`src/rtl/str2i_pkg.sv`:
```
`timescale 1ns / 1ps

package str2i_pkg;

  // Symbol storage is fixed by the two 64-bit alphabet registers.
  localparam int unsigned NUM_SYM   = 16;
  localparam int unsigned SYM_W     = 8;
  localparam int unsigned DIG_W     = $clog2(NUM_SYM);
  localparam int unsigned BASE_W    = 5;
  localparam int unsigned CFG_IDX_W = 2;
  localparam int unsigned CFG_W     = 64;

  localparam int unsigned MAX_SYMBOLS_DEF = 16;
  localparam int unsigned VALUE_WIDTH_DEF = 32;

  localparam logic [BASE_W-1:0] BASE_RESET = 5'd10;

  // Register indexes.
  localparam logic [CFG_IDX_W-1:0] REG_SYM_LO = 2'd0;
  localparam logic [CFG_IDX_W-1:0] REG_SYM_HI = 2'd1;
  localparam logic [CFG_IDX_W-1:0] REG_BASE   = 2'd2;

  // Characters of interest.
  localparam logic [SYM_W-1:0] CH_NUL   = 8'h00;
  localparam logic [SYM_W-1:0] CH_PLUS  = 8'h2B;
  localparam logic [SYM_W-1:0] CH_MINUS = 8'h2D;
  localparam logic [SYM_W-1:0] CH_SPACE = 8'h20;
  localparam logic [SYM_W-1:0] CH_TAB   = 8'h09;
  localparam logic [SYM_W-1:0] CH_LF    = 8'h0A;
  localparam logic [SYM_W-1:0] CH_FF    = 8'h0C;

  typedef struct packed {
    logic [NUM_SYM-1:0][SYM_W-1:0] sym;
    logic [BASE_W-1:0]             base;
    logic [BASE_W-1:0]             in_use;
    logic                          ok;
  } cfg_t;

endpackage

```
`src/rtl/str2i_cfg.sv`:
```
`timescale 1ns / 1ps

module str2i_cfg import str2i_pkg::*; #(
  parameter int unsigned MAX_SYMBOLS = MAX_SYMBOLS_DEF
) (
  input  logic                 clk_i,
  input  logic                 rst_ni,
  input  logic                 cfg_we_i,
  input  logic [CFG_IDX_W-1:0] cfg_idx_i,
  input  logic [CFG_W-1:0]     cfg_data_i,
  output cfg_t                 cfg_o
);

  localparam logic [BASE_W-1:0] MAX_B = BASE_W'(MAX_SYMBOLS);

  logic [CFG_W-1:0]  sym_lo_q, sym_hi_q;
  logic [BASE_W-1:0] base_q;
  logic              ok_q, ok_d;
  logic [NUM_SYM-1:0][SYM_W-1:0] sym;

  always_ff @(posedge clk_i or negedge rst_ni) begin
    if (!rst_ni) begin
      sym_lo_q <= '0;
      sym_hi_q <= '0;
      base_q   <= BASE_RESET;
      ok_q     <= 1'b0;
    end else begin
      if (cfg_we_i && cfg_idx_i == REG_SYM_LO) sym_lo_q <= cfg_data_i;
      if (cfg_we_i && cfg_idx_i == REG_SYM_HI) sym_hi_q <= cfg_data_i;
      if (cfg_we_i && cfg_idx_i == REG_BASE)   base_q   <= cfg_data_i[BASE_W-1:0];
      ok_q <= ok_d;
    end
  end

  assign sym = {sym_hi_q, sym_lo_q};

  // Full pairwise check over the symbols in use; registered. It is up to
  // the user that the alphabet only changes while the block is idle.
  always_comb begin
    ok_d = (base_q >= BASE_W'(2)) && (base_q <= MAX_B);
    for (int a = 0; a < NUM_SYM; a++) begin
      if (BASE_W'(a) < base_q) begin
        if (sym[a] == CH_PLUS || sym[a] == CH_MINUS || sym[a] == CH_SPACE ||
            sym[a] == CH_NUL) begin
          ok_d = 1'b0;
        end
        for (int b = a + 1; b < NUM_SYM; b++) begin
          if (BASE_W'(b) < base_q && sym[b] == sym[a]) begin
            ok_d = 1'b0;
          end
        end
      end
    end
  end

  assign cfg_o.sym    = sym;
  assign cfg_o.base   = base_q;
  assign cfg_o.in_use = (base_q > MAX_B) ? MAX_B : base_q;
  assign cfg_o.ok     = ok_q;

endmodule

```
`src/rtl/str2i_digit.sv`:
```
`timescale 1ns / 1ps

module str2i_digit import str2i_pkg::*; (
  input  logic [SYM_W-1:0] ch_i,
  input  cfg_t             cfg_i,
  output logic             hit_o,
  output logic [DIG_W-1:0] idx_o
);

  logic [NUM_SYM-1:0] match;

  always_comb begin
    for (int k = 0; k < NUM_SYM; k++) begin
      match[k] = (BASE_W'(k) < cfg_i.in_use) && (cfg_i.sym[k] == ch_i);
    end
  end

  // Lowest matching symbol wins; NUL is never a digit.
  always_comb begin
    idx_o = '0;
    for (int k = NUM_SYM - 1; k >= 0; k--) begin
      if (match[k]) idx_o = DIG_W'(k);
    end
  end

  assign hit_o = (|match) && (ch_i != CH_NUL);

endmodule

```
`src/rtl/string_to_int_any_base.sv`:
```
`timescale 1ns / 1ps
// A result is valid once its last character has passed the input register, the
// parse step (digit compare, multiply-add) and the result register. Throughput:
// one character per cycle, except while the stall below holds the input.
// A held result stalls the input only when the next character also ends a string.
// Reset clears the parse state, the handshake, and sets the alphabet to zero, base 10.
module string_to_int_any_base import str2i_pkg::*; #(
  parameter int unsigned MAX_SYMBOLS = MAX_SYMBOLS_DEF,
  parameter int unsigned VALUE_WIDTH = VALUE_WIDTH_DEF,
  localparam int unsigned OUT_W      = ((VALUE_WIDTH + 7) / 8) * 8
) (
  input  logic                 clk_i,
  input  logic                 rst_ni,
  input  logic                 cfg_we_i,
  input  logic [CFG_IDX_W-1:0] cfg_idx_i,
  input  logic [CFG_W-1:0]     cfg_data_i,
  input  logic                 s_axis_tvalid,
  output logic                 s_axis_tready,
  input  logic [SYM_W-1:0]     s_axis_tdata,   // [7:0] ch
  input  logic                 s_axis_tlast,
  output logic                 m_axis_tvalid,
  input  logic                 m_axis_tready,
  output logic [OUT_W-1:0]     m_axis_tdata,   // [VALUE_WIDTH-1:0] value, zero pad above
  output logic                 m_axis_tuser    // [0] base_ok
);

  localparam logic [1:0] PH_SPACE = 2'd0;
  localparam logic [1:0] PH_SIGN  = 2'd1;
  localparam logic [1:0] PH_DIGIT = 2'd2;
  localparam logic [1:0] PH_DONE  = 2'd3;

  cfg_t cfg;

  logic             in_valid_q;
  logic [SYM_W-1:0] in_ch_q;
  logic             in_last_q;

  logic [1:0]             phase_q, phase_d;
  logic                   neg_q, neg_d;
  logic [VALUE_WIDTH-1:0] acc_q, acc_d;

  logic                   out_valid_q;
  logic [VALUE_WIDTH-1:0] out_value_q, out_value_d;
  logic                   out_ok_q;

  logic             hit;
  logic [DIG_W-1:0] dig;
  logic             advance, load_out, in_take;
  logic             is_ws;

  str2i_cfg #(
    .MAX_SYMBOLS(MAX_SYMBOLS)
  ) u_cfg (
    .clk_i,
    .rst_ni,
    .cfg_we_i,
    .cfg_idx_i,
    .cfg_data_i,
    .cfg_o (cfg)
  );

  str2i_digit u_digit (
    .ch_i  (in_ch_q),
    .cfg_i (cfg),
    .hit_o (hit),
    .idx_o (dig)
  );

  // A character that ends no string never needs the result slot.
  assign advance       = in_valid_q && (!in_last_q || !out_valid_q || m_axis_tready);
  assign load_out      = advance && in_last_q;
  assign s_axis_tready = !in_valid_q || advance;
  assign in_take       = s_axis_tvalid && s_axis_tready;

  assign is_ws = (in_ch_q == CH_SPACE) || (in_ch_q == CH_TAB) ||
                 (in_ch_q == CH_LF) || (in_ch_q == CH_FF);

  always_comb begin
    phase_d = phase_q;
    neg_d   = neg_q;
    acc_d   = acc_q;
    if (phase_d == PH_SPACE && !is_ws) phase_d = PH_SIGN;
    if (phase_d == PH_SIGN) begin
      if (in_ch_q == CH_MINUS) begin
        neg_d = !neg_d;
      end else if (in_ch_q != CH_PLUS) begin
        phase_d = PH_DIGIT;
      end
    end
    if (phase_d == PH_DIGIT) begin
      if (!hit) begin
        phase_d = PH_DONE;
      end else begin
        acc_d = acc_q * VALUE_WIDTH'(cfg.base) + VALUE_WIDTH'(dig);
      end
    end
  end

  always_comb begin
    if (!cfg.ok) begin
      out_value_d = '0;
    end else if (neg_d) begin
      out_value_d = '0 - acc_d;
    end else begin
      out_value_d = acc_d;
    end
  end

  always_ff @(posedge clk_i or negedge rst_ni) begin
    if (!rst_ni) begin
      in_valid_q  <= 1'b0;
      phase_q     <= PH_SPACE;
      neg_q       <= 1'b0;
      acc_q       <= '0;
      out_valid_q <= 1'b0;
    end else begin
      if (s_axis_tready) in_valid_q <= s_axis_tvalid;
      if (advance) begin
        // Drop the parse state once a string is finished.
        if (in_last_q) begin
          phase_q <= PH_SPACE;
          neg_q   <= 1'b0;
          acc_q   <= '0;
        end else begin
          phase_q <= phase_d;
          neg_q   <= neg_d;
          acc_q   <= acc_d;
        end
      end
      if (load_out) begin
        out_valid_q <= 1'b1;
      end else if (m_axis_tready) begin
        out_valid_q <= 1'b0;
      end
    end
  end

  always_ff @(posedge clk_i) begin
    if (in_take) begin
      in_ch_q   <= s_axis_tdata;
      in_last_q <= s_axis_tlast;
    end
    if (load_out) begin
      out_value_q <= out_value_d;
      out_ok_q    <= cfg.ok;
    end
  end

  assign m_axis_tvalid = out_valid_q;
  assign m_axis_tdata  = OUT_W'(out_value_q);
  assign m_axis_tuser  = out_ok_q;

endmodule

```
`config.mk`:
```
export PLATFORM = sky130hd
export DESIGN_NAME = string_to_int_any_base
export DESIGN_NICKNAME = d
export VERILOG_FILES = /design/src/rtl/str2i_pkg.sv /design/src/rtl/str2i_cfg.sv /design/src/rtl/str2i_digit.sv /design/src/rtl/string_to_int_any_base.sv
export SDC_FILE = /design/constraint.sdc
export NUM_CORES = 2
export LEC_CHECK = 0
export ABC_AREA = 0
export BUFFER_PORTS_ARGS = -buffer_cell sky130_fd_sc_hd__buf_4
export CORE_ASPECT_RATIO = 0.75
export CORE_MARGIN = 4
export CORE_UTILIZATION = 45
export DETAILED_ROUTE_END_ITERATION = 12
export GPL_TIMING_DRIVEN = 0
export PLACE_DENSITY_LB_ADDON = 0.25
export SYNTH_ARGS = -nofsm -noshare
export SYNTH_HDL_FRONTEND = slang
export SYNTH_SLANG_ARGS = --single-unit
```
`constraint.sdc`:
```
create_clock -name clk_i -period 6.6 [get_ports clk_i]
set_input_delay 0.33 -clock clk_i [delete_from_list [all_inputs] [get_ports clk_i]]
set_output_delay 0.33 -clock clk_i [all_outputs]
set_load 0.1 [all_outputs]
```
==> results.cfg <==
[clocking]
clk_root_buffer_cell = clkbuf_16
h-tree-depth = 1
clock_sink_total = 213
cts.path.max_buffers = 3
register_clock_pin_slew_on_the_reported_worst_setup_and_hold_paths_ns = 0.06
cts_inserted_buffers = 25
worst_skew_pair.late_latency_ns = 0.59
tritoncts_clock_tree = built

[power]
static-leakage-power_nw = 11.96
power.clock.fraction_pct = 16.3
total_switching_power_mw = 4.428
pwr-share-seq_pct = 22.0
combinationalPowerShare_pct = 61.8
power_report.internal_total_mw = 4.317
worst_ir_drop_on_vdd_mv = 0.2770
power_density_nw_per_um2 = 268.9
switching_share_pct = 50.64

[setup_path]
critical-path-slowest-cell = dfrtp_2
arrival_ns = 6.99
critical_path_required_ns = 6.92
crit_path_end_kind = flip-flop
worst_setup_path_category = flip-flop to flip-flop
critical_path.max_fanout = 10
critical_path.max_stage_delay_ns = 0.80
cp-start-kind = flip-flop

[floorplan]
die-area_sq_um = 67070
start_util_pct = 45.56
floorplan.die.width_microns = 297.7
dieHeight_microns = 225.3
core_region_area_sq_um = 62170
top_level_ports = 115
row_count = 79

[logic_synthesis]
async_reset_ff_share_pct = 80.28
synth-compound-area-share_pct = 6.568
syn-num-nets = 3471
yosys.area_share.adder_pct = 8.860
synth-simple-area-share_pct = 15.99
yosys_most_used_dff = dfrtp_1
synthesis.yosys.warnings = 0
yosys-mux-area-fraction_pct = 6.590
avgSynthCellArea_sq_um = 8.738
synth_sequential_area_ratio_pct = 19.57
yosys_register_bits = 213
synth_area_sq_um = 28330
largest_family_of_logic_cells_by_synthesized_area = XOR/XNOR gates
postSynthCellCount = 3242
ys_types = 81
synth_xor_area_share_pct = 35.80
synth_enable_flop_cells = 42

[timing]
timing.final.hold_violations = 0
slew_headroom_pct = -7.959
final_min_period_over_clock_period_pct = 101.1
fin_tns_setup_ns = -0.1564
max_slew.worst_pin.slew_ns = 1.619
hold_slack_ns = 0.005609
rsz0062_at_grt = yes
clock.fmax_ghz = 0.1499
finClkSkew_ns = 0.02380
period_minus_slack_ns = 6.671
setup_violations = 6
postLayoutSetupSlackWorst_ns = -0.07061
finalMaxSlewViolations = 44

[drt]
overall_via_count_from_detail_route = 27820
via_per_instance_ratio = 6.505
drc = 0
detailed_router_s_first_iteration_violation_count = 4499
drtPass1Iterations = 7
wirelength_mm = 128.7
routed_wire_length_per_instance_microns = 30.10
ant_nets = 0

[placed_design]
io_buffers = 114
detailed_place_hpwl_mm = 89.24
globalplace.congestion = 1.091

[global_route]
grt_first_pass_wirelength_mm = 182.1
grt_pass1_vias = 25990
gr-total-overflow = 0
grt_antenna_before_repair = 4
pin_count_of_the_biggest_net_entering_global_routing = 109
globalRouteTotalUtil_pct = 36.73

[cells_and_area]
fillers = 5779
register_area_sq_um = 5562
fin_nets = 3675
area_taken_by_multi_input_logic_gates_sq_um = 21450
layout-drive-gt1-share_pct = 16.77
area_delta_synth_final_pct = 14.79

[flow_run]
drv_cap = 6

[outcome]
failed_checks = capacitance limit, slew limit, setup timing
run_status = finished, violations left

[hold_path]
hold_class = input pin to flip-flop
## synthesized netlist by cell type, types with 20 or more instances
library cell	instances	area, sq um
inv_1	102	382.9
nand4_1	189	1182
xor2_1	367	3214
dfrtp_1	169	4229
xnor2_1	791	6928
buf_2	101	505.5
nor3_1	91	455.4
buf_1	104	390.4
nand2_1	162	608.1
mux2_2	140	1577
mux2i_1	29	290.3
fa_1	86	1722
and2_1	71	444.2
a21oi_1	60	300.3
ha_1	63	788.3
a41oi_1	20	175.2
nor4_1	140	875.8
edfxtp_1	42	1261
nor2_1	66	247.7
a31oi_1	40	250.2
nand3_1	34	170.2
o21ai_0	52	260.3
clkbuf_1	131	491.7
## flip-flops by register name, indices dropped and copies added, names as in the netlist
signal          flops
neg_q               1
in_valid_q          1
in_ch_q             8
m_axis_tvalid       1
u_cfg.ok_q          1
acc_q              32
u_cfg.sym_lo_q     64
in_last_q           1
m_axis_tdata       32
m_axis_tuser        1
phase_q             2
u_cfg.base_q        5
u_cfg.sym_hi_q     64
## power by group through the flow
stage	Clock (mW)	Sequential, mW	Combinational [mW]
finish	1.42	1.92	5.40
global route	1.48	1.90	5.51
CTS	1.43	1.82	5.06
detailed placement	0	1.59	5.19
global placement	0	1.59	5.13
floorplan	0	1.65	3.57
## layout by cell type, fill, tap and decap left out, types with 84 or more instances in the layout
master    Yosys  layout
buf_1       104     101
buf_2       101      93
buf_4        12     170
clkbuf_1    131      91
dfrtp_1     169     154
fa_1         86      85
inv_1       102     100
mux2_2      140     140
nand2_1     162     162
nand4_1     189     189
nor3_1       91      84
nor4_1      140     138
xnor2_1     791     785
xor2_1      367     365
## worst max-delay path: cells and delay by family, from the launching register on
family / cells / cell delay, ns
AOI/OAI and AO/OA: 5 / 1.21
xor gates and xnor gates: 2 / 0.34
muxes: 1 / 0.15
buffers and inverters: 5 / 0.53
adders and majority gates: 4 / 1.51
and+or+nand+nor: 9 / 1.86
DFF: 1 / 0.80
## metal layers
layer | vias to the layer above | track usage [%] | wire (microns)
li1 | 11370 | - | -
met1 | 13430 | 50.59 | 51160
met2 | 2393 | 47.21 | 46940
met3 | 622 | 18.44 | 22940
met4 | 2 | 16.89 | 7674
met5 | - | 0 | 36
## final timing paths
path,slack [ns],depth (start not counted),to,from
min in group asynchronous,0.27,2,u_cfg.sym_lo_q[48]$_DFFE_PN0P_,rst_ni
max in group asynchronous,5.21,3,u_cfg.base_q[0]$_DFFE_PN0P_,rst_ni
worst max-delay path,-0.07,26,m_axis_tdata[27]$_SDFFCE_PN0P_,u_cfg.sym_hi_q[59]$_DFFE_PN0P_
worst min register to register,0.55,2,acc_q[31]$_DFFE_PN0P_,acc_q[31]$_DFFE_PN0P_
worst min-delay path,0.006,2,u_cfg.sym_lo_q[39]$_DFFE_PN0P_,cfg_data_i[39]
worst max register to register,-0.07,26,m_axis_tdata[27]$_SDFFCE_PN0P_,u_cfg.sym_hi_q[59]$_DFFE_PN0P_
## logic make-up (layout without fill, tap and decap cells)
logic type	count (synthesis)	in the layout
AND/OR/NAND/NOR	823	823
multiplexers	169	169
XOR/XNOR	1158	1158
AO/OA/AOI/OAI	278	278
other	0	3
adder cells (fa/ha/maj)	149	149
flip-flops	213	213
buffers and inverters	452	674
## stage by stage
stage	power [mW]	area, sq um	std cells	utilization (%)	worst slack, ns
after floorplan	5.215	28330	3242	-	0.3903
after global placement	6.724	30200	4166	48.57	-1.863
after detailed placement	6.784	30260	4168	48.67	-1.872
after CTS	8.323	32040	4260	51.53	0.004650
after global routing	8.880	32510	4274	52.29	-0.2671
final	8.745	32520	4277	52.30	-0.07061
## cell type report
class	instances	area share, %
multi-input cells	2577	65.98
flip-flops and latches	213	17.10
repair buffers	219	5.714
plain buffers	307	4.402
well taps	810	3.117
clock buffers	38	2.259
inverters	103	1.189
clock inverters	7	0.2193
diodes	3	0.02309
## timing repair
action | 4_1_cts | 5_1_grt
hold endpoints to repair | 131 | 0
buffers inserted | 35 | 21
cloned | 0 | 0
resized for setup | 85 | 70
pin swaps | 19 | 40
setup endpoints to repair | 39 | 19
hold buffers | 47 | 0
Note: power is estimated with default switching activity, not from simulation.
